==> config.mk <==
export PLATFORM = sky130hd
export DESIGN_NAME = dual_format_serial_frame_receiver_core_flat
export DESIGN_NICKNAME = d
export VERILOG_FILES = /design/src/hdl/dfr_pkg.sv /design/src/hdl/dfr_if.sv /design/src/hdl/dual_format_serial_frame_receiver_core.sv /design/src/hdl/dfr_parser.sv /design/src/hdl/dfr_frame_buf.sv /design/src/flat_wrapper.sv
export SDC_FILE = /design/constraint.sdc
export NUM_CORES = 1
export LEC_CHECK = 0
export BUFFER_PORTS_ARGS = -buffer_cell sky130_fd_sc_hd__buf_2
export CAP_MARGIN = 30
export CORE_MARGIN = 2
export CORE_UTILIZATION = 35
export DETAILED_ROUTE_END_ITERATION = 7
export RECOVER_POWER = 50
export SLEW_MARGIN = 15
export SYNTH_ARGS = -nofsm -noshare
export SYNTH_HDL_FRONTEND = slang
export SYNTH_SLANG_ARGS = --single-unit
==> constraint.sdc <==
create_clock -name i_clk -period 5.66 [get_ports i_clk]
set_input_delay 0.566 -clock i_clk [delete_from_list [all_inputs] [get_ports i_clk]]
set_output_delay 0.566 -clock i_clk [all_outputs]
set_load 0.03 [all_outputs]
==> src/hdl/dfr_pkg.sv <==
`default_nettype none
// ----------------------------------------------------------------------------
// dfr_pkg
// Types, constants and helpers shared by the frame receiver modules.
// ----------------------------------------------------------------------------
package dfr_pkg;

    localparam int unsigned BYTE_W   = 8;
    localparam int unsigned POS_W    = 5;
    localparam int unsigned GAP_W    = 16;
    localparam int unsigned CARD_LEN = 11;
    localparam int unsigned KEY_LEN  = 18;
    localparam int unsigned BANKS    = 2;
    localparam int unsigned DEPTH    = BANKS * KEY_LEN;
    localparam int unsigned ADDR_W   = $clog2(DEPTH);

    localparam logic [BYTE_W-1:0] CARD_HDR0 = 8'hB0;
    localparam logic [BYTE_W-1:0] CARD_HDR1 = 8'h09;
    localparam logic [BYTE_W-1:0] KEY_HDR   = 8'h7E;
    localparam logic [BYTE_W-1:0] KEY_END   = 8'h0D;
    localparam logic [GAP_W-1:0]  GAP_RESET = 16'd100;
    localparam logic [GAP_W-1:0]  GAP_MAX   = '1;

    localparam logic [POS_W-1:0] CARD_LAST = POS_W'(CARD_LEN - 1);
    localparam logic [POS_W-1:0] KEY_LAST  = POS_W'(KEY_LEN - 1);
    localparam logic [POS_W-1:0] KEY_CHK   = POS_W'(KEY_LEN - 2);
    localparam logic [POS_W-1:0] SUM_LAST  = POS_W'(KEY_LEN - 3);

    localparam logic OP_BYTE = 1'b0;
    localparam logic OP_TICK = 1'b1;

    localparam logic KIND_CARD = 1'b0;
    localparam logic KIND_KEY  = 1'b1;

    typedef enum logic [1:0] {
        MODE_HUNT  = 2'd0,
        MODE_SAWB0 = 2'd1,
        MODE_CARD  = 2'd2,
        MODE_KEY   = 2'd3
    } t_mode;

    typedef struct packed {
        logic              en;
        logic [ADDR_W-1:0] addr;
        logic [BYTE_W-1:0] data;
    } t_wr;

    typedef struct packed {
        logic start;
        logic kind;
        logic bank;
    } t_emit;

    function automatic logic [ADDR_W-1:0] buf_addr(input logic bank,
                                                   input logic [POS_W-1:0] pos);
        logic [ADDR_W-1:0] base;
        base = bank ? ADDR_W'(KEY_LEN) : '0;
        return base + ADDR_W'(pos);
    endfunction

    // sum values that collide with framing bytes are pulled down by one
    function automatic logic [BYTE_W-1:0] chk_adj(input logic [BYTE_W-1:0] sum);
        if (sum == KEY_HDR || sum == KEY_END) begin
            return sum - 8'd1;
        end
        return sum;
    endfunction

endpackage
`default_nettype wire

==> src/hdl/dfr_if.sv <==
`default_nettype none
// ----------------------------------------------------------------------------
// dfr_if
// Valid/ready channel interfaces for input items, frame words and config.
// ----------------------------------------------------------------------------
interface dfr_in_if;
    logic       valid;
    logic       ready;
    logic       op;
    logic [7:0] rx_byte;
    modport source (output valid, output op, output rx_byte, input ready);
    modport sink   (input valid, input op, input rx_byte, output ready);
endinterface

interface dfr_out_if;
    logic       valid;
    logic       ready;
    logic       frame_kind;
    logic [4:0] byte_pos;
    logic [7:0] frame_byte;
    logic       last;
    modport source (output valid, output frame_kind, output byte_pos,
                    output frame_byte, output last, input ready);
    modport sink   (input valid, input frame_kind, input byte_pos,
                    input frame_byte, input last, output ready);
endinterface

interface dfr_cfg_if;
    logic        valid;
    logic        ready;
    logic [15:0] data;
    modport source (output valid, output data, input ready);
    modport sink   (input valid, input data, output ready);
endinterface
`default_nettype wire

==> src/hdl/dual_format_serial_frame_receiver_core.sv <==
`default_nettype none
// ----------------------------------------------------------------------------
// dual_format_serial_frame_receiver_core
// Card / keypad frame receiver for a serial byte stream with ms ticks.
// ----------------------------------------------------------------------------
// i_in carries one word per serial byte (op 0) or millisecond tick (op 1).
// i_cfg writes gap_limit (reset 100); it is always ready.
// o_out emits each accepted frame as one word per byte, byte_pos 0 first,
// last set on the final byte: 11 words for a card frame, 18 for keypad.
// Input is taken at one word per cycle. Each collected byte is written
// into one bank of a two-bank frame memory; the byte that closes an accepted
// frame starts a drain sequencer that reads it back at one word per cycle
// through the memory's read port, the read register and the output register.
// While a frame drains, the next frame collects in the other bank; only a
// byte that could close a frame waits (ready low) until the drain has
// issued its last read. o_out stalls hold the output register and the
// drain; input keeps flowing except for that closing byte.
// Reset clears the hunt state, gap timer and drain; memory is not cleared.
// ----------------------------------------------------------------------------
module dual_format_serial_frame_receiver_core
    import dfr_pkg::*;
(
    input  wire logic  i_clk,
    input  wire logic  i_rst_n,
    dfr_in_if.sink     i_in,
    dfr_cfg_if.sink    i_cfg,
    dfr_out_if.source  o_out
);

    t_wr   wr;
    t_emit emit;
    logic  busy;

    assign i_cfg.ready = 1'b1;

    dfr_parser u_parser (
        .i_clk      (i_clk),
        .i_rst_n    (i_rst_n),
        .i_valid    (i_in.valid),
        .i_op       (i_in.op),
        .i_rx_byte  (i_in.rx_byte),
        .i_busy     (busy),
        .o_ready    (i_in.ready),
        .i_cfg_we   (i_cfg.valid),
        .i_cfg_data (i_cfg.data),
        .o_wr       (wr),
        .o_emit     (emit)
    );

    dfr_frame_buf u_frame_buf (
        .i_clk       (i_clk),
        .i_rst_n     (i_rst_n),
        .i_wr        (wr),
        .i_emit      (emit),
        .o_busy      (busy),
        .i_out_ready (o_out.ready),
        .o_out_valid (o_out.valid),
        .o_out_kind  (o_out.frame_kind),
        .o_out_pos   (o_out.byte_pos),
        .o_out_byte  (o_out.frame_byte),
        .o_out_last  (o_out.last)
    );

endmodule
`default_nettype wire

==> src/hdl/dfr_parser.sv <==
`default_nettype none
// ----------------------------------------------------------------------------
// dfr_parser
// Header hunt, byte collection, keypad checksum and gap timer.
// ----------------------------------------------------------------------------
module dfr_parser
    import dfr_pkg::*;
(
    input  wire logic              i_clk,
    input  wire logic              i_rst_n,
    input  wire logic              i_valid,
    input  wire logic              i_op,
    input  wire logic [BYTE_W-1:0] i_rx_byte,
    input  wire logic              i_busy,
    output logic                   o_ready,
    input  wire logic              i_cfg_we,
    input  wire logic [GAP_W-1:0]  i_cfg_data,
    output t_wr                    o_wr,
    output t_emit                  o_emit
);

    t_mode             r_mode, n_mode;
    logic [POS_W-1:0]  r_cnt, n_cnt;
    logic [BYTE_W-1:0] r_sum, n_sum;
    logic [GAP_W-1:0]  r_gap, n_gap;
    logic [GAP_W-1:0]  r_gap_limit;
    logic              r_chk_ok, n_chk_ok;
    logic              r_bank, n_bank;

    logic              accept;
    logic              closing;
    t_mode             mode_e;
    logic [POS_W-1:0]  cnt_e;
    logic [BYTE_W-1:0] sum_e;
    logic [BYTE_W-1:0] b;

    // a byte that may close a frame waits until the drain has freed its bank
    assign closing = (r_mode == MODE_CARD && r_cnt == CARD_LAST) ||
                     (r_mode == MODE_KEY && r_cnt == KEY_LAST);
    assign o_ready = !(i_busy && closing);
    assign accept  = i_valid && o_ready;
    assign b       = i_rx_byte;

    always_ff @(posedge i_clk) begin
        if (!i_rst_n) begin
            r_mode      <= MODE_HUNT;
            r_cnt       <= '0;
            r_sum       <= '0;
            r_gap       <= '0;
            r_gap_limit <= GAP_RESET;
            r_chk_ok    <= 1'b0;
            r_bank      <= 1'b0;
        end else begin
            r_mode   <= n_mode;
            r_cnt    <= n_cnt;
            r_sum    <= n_sum;
            r_gap    <= n_gap;
            r_chk_ok <= n_chk_ok;
            r_bank   <= n_bank;
            if (i_cfg_we) begin
                r_gap_limit <= i_cfg_data;
            end
        end
    end

    always_comb begin
        n_mode   = r_mode;
        n_cnt    = r_cnt;
        n_sum    = r_sum;
        n_gap    = r_gap;
        n_chk_ok = r_chk_ok;
        n_bank   = r_bank;
        o_wr     = '{en: 1'b0, addr: buf_addr(r_bank, r_cnt), data: b};
        o_emit   = '{start: 1'b0, kind: KIND_CARD, bank: r_bank};
        mode_e   = r_mode;
        cnt_e    = r_cnt;
        sum_e    = r_sum;

        if (accept && i_op == OP_TICK) begin
            if (r_gap != GAP_MAX) begin
                n_gap = r_gap + GAP_W'(1);
            end
        end else if (accept) begin
            if (r_gap >= r_gap_limit) begin
                mode_e = MODE_HUNT;
                cnt_e  = '0;
                sum_e  = '0;
            end
            n_gap     = '0;
            n_sum     = '0;
            o_wr.addr = buf_addr(r_bank, cnt_e);

            unique case (mode_e)
                MODE_SAWB0, MODE_HUNT: begin
                    if (mode_e == MODE_SAWB0 && b == CARD_HDR1) begin
                        o_wr.en   = 1'b1;
                        o_wr.addr = buf_addr(r_bank, POS_W'(1));
                        n_cnt     = POS_W'(2);
                        n_mode    = MODE_CARD;
                    end else if (b == CARD_HDR0 || b == KEY_HDR) begin
                        o_wr.en   = 1'b1;
                        o_wr.addr = buf_addr(r_bank, '0);
                        n_cnt     = POS_W'(1);
                        n_mode    = (b == KEY_HDR) ? MODE_KEY : MODE_SAWB0;
                    end else begin
                        n_cnt  = '0;
                        n_mode = MODE_HUNT;
                    end
                end
                MODE_CARD: begin
                    o_wr.en = 1'b1;
                    n_cnt   = cnt_e + POS_W'(1);
                    if (cnt_e == CARD_LAST) begin
                        n_cnt        = '0;
                        n_mode       = MODE_HUNT;
                        o_emit.start = 1'b1;
                        o_emit.kind  = KIND_CARD;
                        n_bank       = !r_bank;
                    end
                end
                MODE_KEY: begin
                    o_wr.en = 1'b1;
                    n_cnt   = cnt_e + POS_W'(1);
                    n_sum   = (cnt_e != '0 && cnt_e <= SUM_LAST) ? sum_e + b : sum_e;
                    if (cnt_e == KEY_CHK) begin
                        n_chk_ok = (b == chk_adj(sum_e));
                    end
                    if (cnt_e == KEY_LAST) begin
                        n_cnt  = '0;
                        n_sum  = '0;
                        n_mode = MODE_HUNT;
                        if (b == KEY_END && r_chk_ok) begin
                            o_emit.start = 1'b1;
                            o_emit.kind  = KIND_KEY;
                            n_bank       = !r_bank;
                        end
                    end
                end
                default: begin
                    n_mode = MODE_HUNT;
                end
            endcase
        end
    end

endmodule
`default_nettype wire

==> src/hdl/dfr_frame_buf.sv <==
`default_nettype none
// ----------------------------------------------------------------------------
// dfr_frame_buf
// Two-bank frame memory, drain sequencer and output register.
// ----------------------------------------------------------------------------
module dfr_frame_buf
    import dfr_pkg::*;
(
    input  wire logic              i_clk,
    input  wire logic              i_rst_n,
    input  wire t_wr               i_wr,
    input  wire t_emit             i_emit,
    output logic                   o_busy,
    input  wire logic              i_out_ready,
    output logic                   o_out_valid,
    output logic                   o_out_kind,
    output logic [POS_W-1:0]       o_out_pos,
    output logic [BYTE_W-1:0]      o_out_byte,
    output logic                   o_out_last
);

    logic [BYTE_W-1:0] mem [DEPTH];
    logic [BYTE_W-1:0] r_q;

    logic              r_active;
    logic              r_rbank;
    logic              r_kind;
    logic [POS_W-1:0]  r_rpos;
    logic [POS_W-1:0]  r_rlast;

    logic              r_s1_v;
    logic              r_s1_kind;
    logic [POS_W-1:0]  r_s1_pos;
    logic              r_s1_last;

    logic              r_o_v;
    logic              r_o_kind;
    logic [POS_W-1:0]  r_o_pos;
    logic [BYTE_W-1:0] r_o_byte;
    logic              r_o_last;

    logic              mv;
    logic              rd_en;
    logic [ADDR_W-1:0] rd_addr;

    assign mv      = r_s1_v && (!r_o_v || i_out_ready);
    assign rd_en   = r_active && (!r_s1_v || mv);
    assign rd_addr = buf_addr(r_rbank, r_rpos);
    assign o_busy  = r_active;

    always_ff @(posedge i_clk) begin
        if (i_wr.en) begin
            mem[i_wr.addr] <= i_wr.data;
        end
        if (rd_en) begin
            r_q <= mem[rd_addr];
        end
    end

    always_ff @(posedge i_clk) begin
        if (!i_rst_n) begin
            r_active <= 1'b0;
            r_s1_v   <= 1'b0;
            r_o_v    <= 1'b0;
        end else begin
            if (i_emit.start) begin
                r_active <= 1'b1;
            end else if (rd_en && r_rpos == r_rlast) begin
                r_active <= 1'b0;
            end
            r_s1_v <= rd_en || (r_s1_v && !mv);
            r_o_v  <= mv || (r_o_v && !i_out_ready);
        end
    end

    always_ff @(posedge i_clk) begin
        if (i_emit.start) begin
            r_rbank <= i_emit.bank;
            r_kind  <= i_emit.kind;
            r_rpos  <= '0;
            r_rlast <= (i_emit.kind == KIND_KEY) ? KEY_LAST : CARD_LAST;
        end else if (rd_en) begin
            r_rpos <= r_rpos + POS_W'(1);
        end
        if (rd_en) begin
            r_s1_kind <= r_kind;
            r_s1_pos  <= r_rpos;
            r_s1_last <= (r_rpos == r_rlast);
        end
        if (mv) begin
            r_o_kind <= r_s1_kind;
            r_o_pos  <= r_s1_pos;
            r_o_byte <= r_q;
            r_o_last <= r_s1_last;
        end
    end

    assign o_out_valid = r_o_v;
    assign o_out_kind  = r_o_kind;
    assign o_out_pos   = r_o_pos;
    assign o_out_byte  = r_o_byte;
    assign o_out_last  = r_o_last;

    a_start_idle: assert property (@(posedge i_clk) disable iff (!i_rst_n)
        i_emit.start |-> !r_active)
        else $error("frame drain started while busy");

    a_rose_start: assert property (@(posedge i_clk) disable iff (!i_rst_n)
        $rose(r_active) |-> $past(i_emit.start))
        else $error("drain became active without a frame");

    a_bank_apart: assert property (@(posedge i_clk) disable iff (!i_rst_n)
        (i_wr.en && rd_en) |-> (i_wr.addr != rd_addr))
        else $error("collection wrote the entry being drained");

endmodule
`default_nettype wire

==> src/flat_wrapper.sv <==
// flat-port wrapper written by rule: the top's interface ports become plain ports
module dual_format_serial_frame_receiver_core_flat import dfr_pkg::*;
  (i_clk, i_rst_n, i_in_valid, i_in_op, i_in_rx_byte, i_in_ready, i_cfg_valid, i_cfg_data, i_cfg_ready, o_out_valid, o_out_frame_kind, o_out_byte_pos, o_out_frame_byte, o_out_last, o_out_ready);
  dfr_in_if i_in_i ();
  dfr_cfg_if i_cfg_i ();
  dfr_out_if o_out_i ();
  input  wire logic i_clk;
  input  wire logic i_rst_n;
  input wire logic [$bits(i_in_i.valid)-1:0] i_in_valid;
  input wire logic [$bits(i_in_i.op)-1:0] i_in_op;
  input wire logic [$bits(i_in_i.rx_byte)-1:0] i_in_rx_byte;
  output wire logic [$bits(i_in_i.ready)-1:0] i_in_ready;
  input wire logic [$bits(i_cfg_i.valid)-1:0] i_cfg_valid;
  input wire logic [$bits(i_cfg_i.data)-1:0] i_cfg_data;
  output wire logic [$bits(i_cfg_i.ready)-1:0] i_cfg_ready;
  output wire logic [$bits(o_out_i.valid)-1:0] o_out_valid;
  output wire logic [$bits(o_out_i.frame_kind)-1:0] o_out_frame_kind;
  output wire logic [$bits(o_out_i.byte_pos)-1:0] o_out_byte_pos;
  output wire logic [$bits(o_out_i.frame_byte)-1:0] o_out_frame_byte;
  output wire logic [$bits(o_out_i.last)-1:0] o_out_last;
  input wire logic [$bits(o_out_i.ready)-1:0] o_out_ready;
  assign i_in_i.valid = i_in_valid;
  assign i_in_i.op = i_in_op;
  assign i_in_i.rx_byte = i_in_rx_byte;
  assign i_in_ready = i_in_i.ready;
  assign i_cfg_i.valid = i_cfg_valid;
  assign i_cfg_i.data = i_cfg_data;
  assign i_cfg_ready = i_cfg_i.ready;
  assign o_out_valid = o_out_i.valid;
  assign o_out_frame_kind = o_out_i.frame_kind;
  assign o_out_byte_pos = o_out_i.byte_pos;
  assign o_out_frame_byte = o_out_i.frame_byte;
  assign o_out_last = o_out_i.last;
  assign o_out_i.ready = o_out_ready;
  dual_format_serial_frame_receiver_core u_core (.i_clk(i_clk), .i_rst_n(i_rst_n), .i_in(i_in_i), .i_cfg(i_cfg_i), .o_out(o_out_i));
endmodule
# After elaboration in Yosys (flattened, before gate mapping)
# Memories as Yosys holds them, arrays and structs flattened. A register that Yosys moved wholly into a read port is not among the register bits.
# Cells that the tools add are included.
[word_totals]
output_inout_bits = 18
mem_bits_rw = 288
elab_cells = 155
memories = 1
input_bits = 30
rom_bits = 0
latch_bits = 0
ff_bits = 86
[op_classes]
reduce_logical = 38
shift = 0
muxes = 60
n_eq_ne = 23
n_lt_le_gt_ge = 2
addsub = 9
bitwise = 1
div_mod_pow = 0
n_mul = 0
[memory_table]
columns = ["memory", "words", "width", "read_ports", "rd_clocked_by_memory_dff", "wr", "line_no", "source"]
rows = [
  ["u_core.u_frame_buf.mem", 36, 8, 1, 1, 1, "dfr_frame_buf.sv:22", "logic [BYTE_W-1:0] mem [DEPTH];"],
]
[op_table]
columns = ["cell", "count"]
rows = [
  ["8-bit 2-to-1 mux", 12],
  ["16-bit 2-to-1 mux", 3],
  ["5-bit 2-to-1 mux", 9],
  ["7-bit 2-to-1 mux", 4],
  ["2-bit 2-to-1 mux", 13],
  ["8-bit by 4-bit == test with 1-bit output (second input constant)", 3],
  ["16-bit by 1-bit adder with 16-bit output (second input constant)", 1],
  ["8-bit by 7-bit == test with 1-bit output (second input constant)", 2],
  ["16-bit greater-or-equal comparator", 1],
  ["16-bit inequality test (second input constant)", 1],
  ["5-bit == test (second input constant)", 3],
  ["5-bit one-hot mux with 3 select lines", 1],
  ["1-bit logical AND", 13],
  ["1-bit 2-to-1 mux", 13],
  ["6-bit by 5-bit adder with 6-bit output", 2],
  ["5-bit by 1-bit adder with 5-bit output (second input constant)", 2],
  ["5-bit by 4-bit == test with 1-bit output (second input constant)", 2],
  ["8-bit adder", 1],
  ["2-bit == test (second input constant)", 4],
  ["8-bit == test", 1],
  ["8-bit == test (second input constant)", 1],
  ["4-bit AND reduction", 2],
  ["8-bit by 1-bit subtractor with 8-bit output (second input constant)", 1],
  ["1-bit logical OR", 7],
  ["19 further kinds", 31],
]

# Logic depth before layout (Yosys ltp)
[depth]
word_depth = 21
depth_mapped = 19

# Hierarchy
# A second synthesis with hierarchy kept.
[unflattened]
cells_unflattened = 1153
hier_area_um2 = 16714.8
[modules_own_cells]
columns = ["module", "cells_each", "area_per_inst_um2", "instances"]
rows = [
  ["dfr_frame_buf", 657, 12710.9, 1],
  ["dfr_parser", 494, 3992.6, 1],
  ["dual_format_serial_frame_receiver_core", 2, 11.3, 1],
]

# Least setup slack after synthesis
# No wires, ideal clock.
[synth_timing]
path_kind = "reg2reg"
startpoint = "register u_core.u_parser.r_gap[0]"
endpoint = "memory u_core.u_frame_buf.mem[20][0] (enable)"
setup_ns = 0.383
n_path_buf = 3
slack_ns = 1.164
stages_incl_launch_ff = 18
arrival_ns = 4.113
cell_sequence = "dfxtp_1 > inv_1 > ha_1 > nand2b_1 > a211oi_1 > o21ai_1 > a21oi_1 > clkbuf_1 > clkbuf_1 > and2_1 > ha_1 > ha_1 > xor2_1 > and2_1 > a2111oi_4 > nand2b_1 > buf_2 > nor3_1"
[synth_between]
elab_chain_len = 12
[synth_rtl]
columns = ["element", "line_no", "source"]
rows = [
  ["from (decl)", "dfr_parser.sv:25", "logic [GAP_W-1:0] r_gap, n_gap;"],
  ["from (signal assigned)", "dfr_parser.sv:57", "r_gap <= n_gap;"],
  ["16-bit greater-or-equal comparator *", "dfr_parser.sv:84", "if (r_gap >= r_gap_limit) begin"],
  ["parallel branches: the longest is 7 deep, another holds 6-bit by 5-bit adder with 6-bit output", "--", ""],
  ["7-bit 2-to-1 mux *", "dfr_parser.sv:83", "end else if (accept) begin"],
  ["7-bit 2-to-1 mux *", "dfr_parser.sv:79", "if (accept && i_op == OP_TICK) begin"],
  ["1-bit 2-to-1 mux", "dfr_frame_buf.sv:52", "if (i_wr.en) begin"],
  ["1-bit 2-to-1 mux (not written as such)", "dfr_frame_buf.sv:53", "mem[i_wr.addr] <= i_wr.data;"],
  ["to (decl)", "dfr_frame_buf.sv:22", ""],
]
# Mark *: on every way between the ends. The select of a mux whose other input is x is not followed.

# Final worst setup path
[layout_timing]
startpoint = "register u_core.u_frame_buf.r_rpos[0]"
endpoint = "register u_core.u_frame_buf.r_q[6] (read register of u_core.u_frame_buf.mem) (data pin)"
[layout_between]
elab_chain_len = 1
[layout_rtl]
columns = ["element", "line_no", "source"]
rows = [
  ["from (decl)", "dfr_frame_buf.sv:28", "logic [POS_W-1:0] r_rpos;"],
  ["from (signal assigned)", "dfr_frame_buf.sv:83", "r_rpos <= r_rpos + POS_W'(1);"],
  ["5-bit by 5-bit adder with 6-bit output", "dfr_pkg.sv:58", "return base + ADDR_W'(pos);"],
  ["to (decl)", "dfr_frame_buf.sv:23", "logic [BYTE_W-1:0] r_q;"],
]
# No other way between the ends.
# A chain may end at the register's enable or synchronous reset.

==> out/results.txt <==
Final ANT Viol Nets: 0
Synth Flop Type: edfxtp_1
hold path startpoint: i_cfg_data[5]
Fin. Hold Viols: 0
total CTS buffers: 41
# IOs: 48
post-synth top area cell: edfxtp_1
Post-CTS Hold Fix Bufs: 0
Pwr Density: 314 mW/mm2
slack of the critical path: 0.944 ns
Req. time, crit path: 5.95 ns
GRT overflow: 0
status: finished, violations left
Fmax: 0.212 GHz
CP max FO: 25
slew of the pin with the lowest slew margin: 2.14 ns
Worst R2R Path Depth: 5
GR met2 Demand/Resource: 24.9%
TritonCTS clock tree: yes
met3 Usage GRT: 3.08%
FF+latch count, synth: 378
Max VDD drop: 0.194 mV
first-pass GRT wire length: 55,400 um
antenna violations before repair: 1
Worst EP arrival: 5.01 ns
# diodes: 0
# nets final: 1,153
Final Wtd Congestion: 0.785
final wirelength: 36,000 um
Placed Cells: 1,645
critical path class: reg -> reg
FF-to-FF setup slack: 0.94 ns
Rows: 79
clock sinks: 378
Synth top area share: 59.2%
pre-CTS WS: 1.00 ns
Clock Latency Late Sink: 0.55 ns
crit path time final: 4.72 ns
max cap viols: 9
DRC viols: 0
crit end category: flop
Synth Net Count: 1,079
Max H-tree Level: 2
unrepaired setup endpoints after global routing: no
ranking of synthesized cells by area: edfxtp_1, mux4_2, dfxtp_1, ha_1, nor2_1
post-cts sizing count: 0
post-synth cell types: 76
Worst-path clk slew: 0.06 ns
die height: 220 um
fin crit share: 83.3%
via-per-instance ratio: 5.22
Slew HR: -42.4%
Post-synth EDFFs: 321
PortBufs: 46
Initial DRT Pass Iterations: 7
drt wl/cell: 20.9 um
Starting Density: 35.2%
GR peak layer: met2
core area: 0.0463 mm2
die area: 0.0482 mm2
Leak: 6.19 nW
Max Clock Skew: 0.0190 ns
clk root buf: clkbuf_16
setup tns final: 0 ns
Critical R2R Capture: u_core.u_frame_buf.r_q[6]
Post-Syn Area: 0.0163 mm2
FF-to-FF Start: u_core.u_frame_buf.r_rpos[0]
hold slack: 0.244 ns
hold depth: 3
postcts setup bufs: 0
P&R area growth vs syn: 14.6%
vias in the first global route: 9,049
1st-iter DRT viols: 691
sequential fraction of the synthesis area: 66.3%
synthesized area per cell: 16.2 um2
crit start category: flop
Final Instance Count excl. Fillers: 1,720
Worst Hold End: u_core.u_parser.r_gap_limit[5]
Die Span X: 220 um
failing checks: capacitance limit, slew limit
Hold WC Path Type: in -> reg
DR vias: 8,980
deepest clock path buffer count: 3
grt met1 use: 20.8%
Ys Warns: 0
Mapped Cells: 1,007
Finish-stage setup viols: 0
largest net degree at the start of global routing: 49
Async SR Flop Fraction: 0%
Total Routing Usage GR: 15.2%
layout cell share with drive strength beyond 1: 20.9%
Final Max Tran Viols: 330
DP HPWL: 23,800 um
-- Yosys cell counts, types with 7 or more instances --
cell type and count:
buf_2 10, dfxtp_1 57, mux4_2 88, xnor2_1 12, a22o_1 9, mux2i_1 23, o21ai_0 12, xor2_1 21
nor3_1 18, inv_1 30, nor2_1 91, nand3_1 20, edfxtp_1 321, nand4_1 11, and2_1 15, nand2_1 41
a21oi_1 29, o211ai_1 7, ha_1 41, clkbuf_1 30
-- power by group --
group	leakage, nW	switching (mW)	internal (mW)
sequential	3.37	0.00536	3.02
clock	0.665	1.10	1.60
combinational	2.15	0.0932	0.0317
-- cell type report --
class	instances	area, um2
Tap cell	607	759
Multi-Input combinational cell	551	5190
Clock inverter	28	295
Sequential cell	378	10800
Fill cell	4246	27600
Timing Repair Buffer	78	428
Inverter	31	116
Clock buffer	47	1070
-- cell usage in the layout, fill, tap and decap left out, types with 6 or more instances in the layout --
| master | count |
|---|---|
| xor2_1 | 20 |
| nor3_1 | 18 |
| mux2i_1 | 23 |
| ha_1 | 40 |
| clkbuf_1 | 23 |
| nand2_1 | 41 |
| dfxtp_1 | 57 |
| o21ai_1 | 6 |
| o21a_1 | 6 |
| inv_1 | 30 |
| mux4_2 | 88 |
| a21o_1 | 6 |
| nand4_1 | 11 |
| clkinv_1 | 12 |
| xnor2_1 | 12 |
| edfxtp_1 | 321 |
| clkbuf_16 | 42 |
| a22o_1 | 9 |
| nor2b_1 | 6 |
| a21oi_1 | 29 |
| nand3_1 | 20 |
| and2_1 | 14 |
| buf_4 | 24 |
| nor2_1 | 91 |
| o21ai_0 | 12 |
| buf_2 | 36 |
| o211ai_1 | 7 |
-- how the worst max path moves through the flow --
stage	start	to
6_report	u_core.u_frame_buf.r_rpos[0]	u_core.u_frame_buf.r_q[6]
5_1_grt	u_core.u_frame_buf.r_rpos[0]	u_core.u_frame_buf.r_q[1]
4_1_cts	u_core.u_parser.r_gap[0]	u_core.u_frame_buf.mem[18][2]
3_5_place_dp	u_core.u_parser.r_gap[0]	u_core.u_frame_buf.mem[18][6]
3_3_place_gp	u_core.u_parser.r_gap[0]	u_core.u_frame_buf.mem[18][7]
2_1_floorplan	u_core.u_parser.r_gap[0]	u_core.u_frame_buf.mem[20][0]
-- through the flow --
stage          cell area (um2)  utilization [%]  total power, mW
3_3_place_gp             17300             37.4             3.21
5_1_grt                  18600             40.3             6.02
3_5_place_dp             17300             37.5             3.21
6_report                 18600             40.3             5.85
2_1_floorplan            16300                -             3.14
4_1_cts                  18700             40.4             5.90
-- cells by family (layout without fill, tap and decap cells) --
kind of cell             count (synthesis)  count (layout)  synth area share (%)
multiplexers                           112             112                  13.7
flip-flops                             378             378                  66.3
XOR/XNOR                                33              33                  1.78
other                                    1               1                0.0230
AO/OA/AOI/OAI                          118             118                  5.48
AND/OR/NAND/NOR                        245             245                  7.56
adder cells (fa/ha/maj)                 42              42                  3.28
buffers and inverters                   78             184                  1.97
-- layer usage --
layer  wire, um  share of wire [%]
met5          0                  0
met4        656                1.8
met1      15900                 44
met3       1920                5.3
met2      17500                 49
-- state kept, by name (all words and copies together), names as in the netlist, 2 cells and up --
name and flops:
u_core.u_frame_buf.o_out_byte 8, u_core.u_frame_buf.mem 288, u_core.u_parser.r_cnt 5, u_core.u_parser.r_mode 2, u_core.u_frame_buf.r_rpos 5, u_core.u_frame_buf.r_rlast 2
u_core.u_parser.r_gap 16, u_core.u_frame_buf.o_out_pos 5, u_core.u_frame_buf.r_q 8, u_core.u_frame_buf.r_s1_pos 5, u_core.u_parser.r_sum 8, u_core.u_parser.r_gap_limit 16
-- worst max-delay path, cell delays in order, from the launching register on --
cell      delay [ns]
dfxtp_1         1.36
clkbuf_1        1.51
mux4_2          0.70
mux4_2          0.52
mux2i_1         0.23
a21oi_1         0.11
Note: power is estimated with default switching activity, not from simulation.
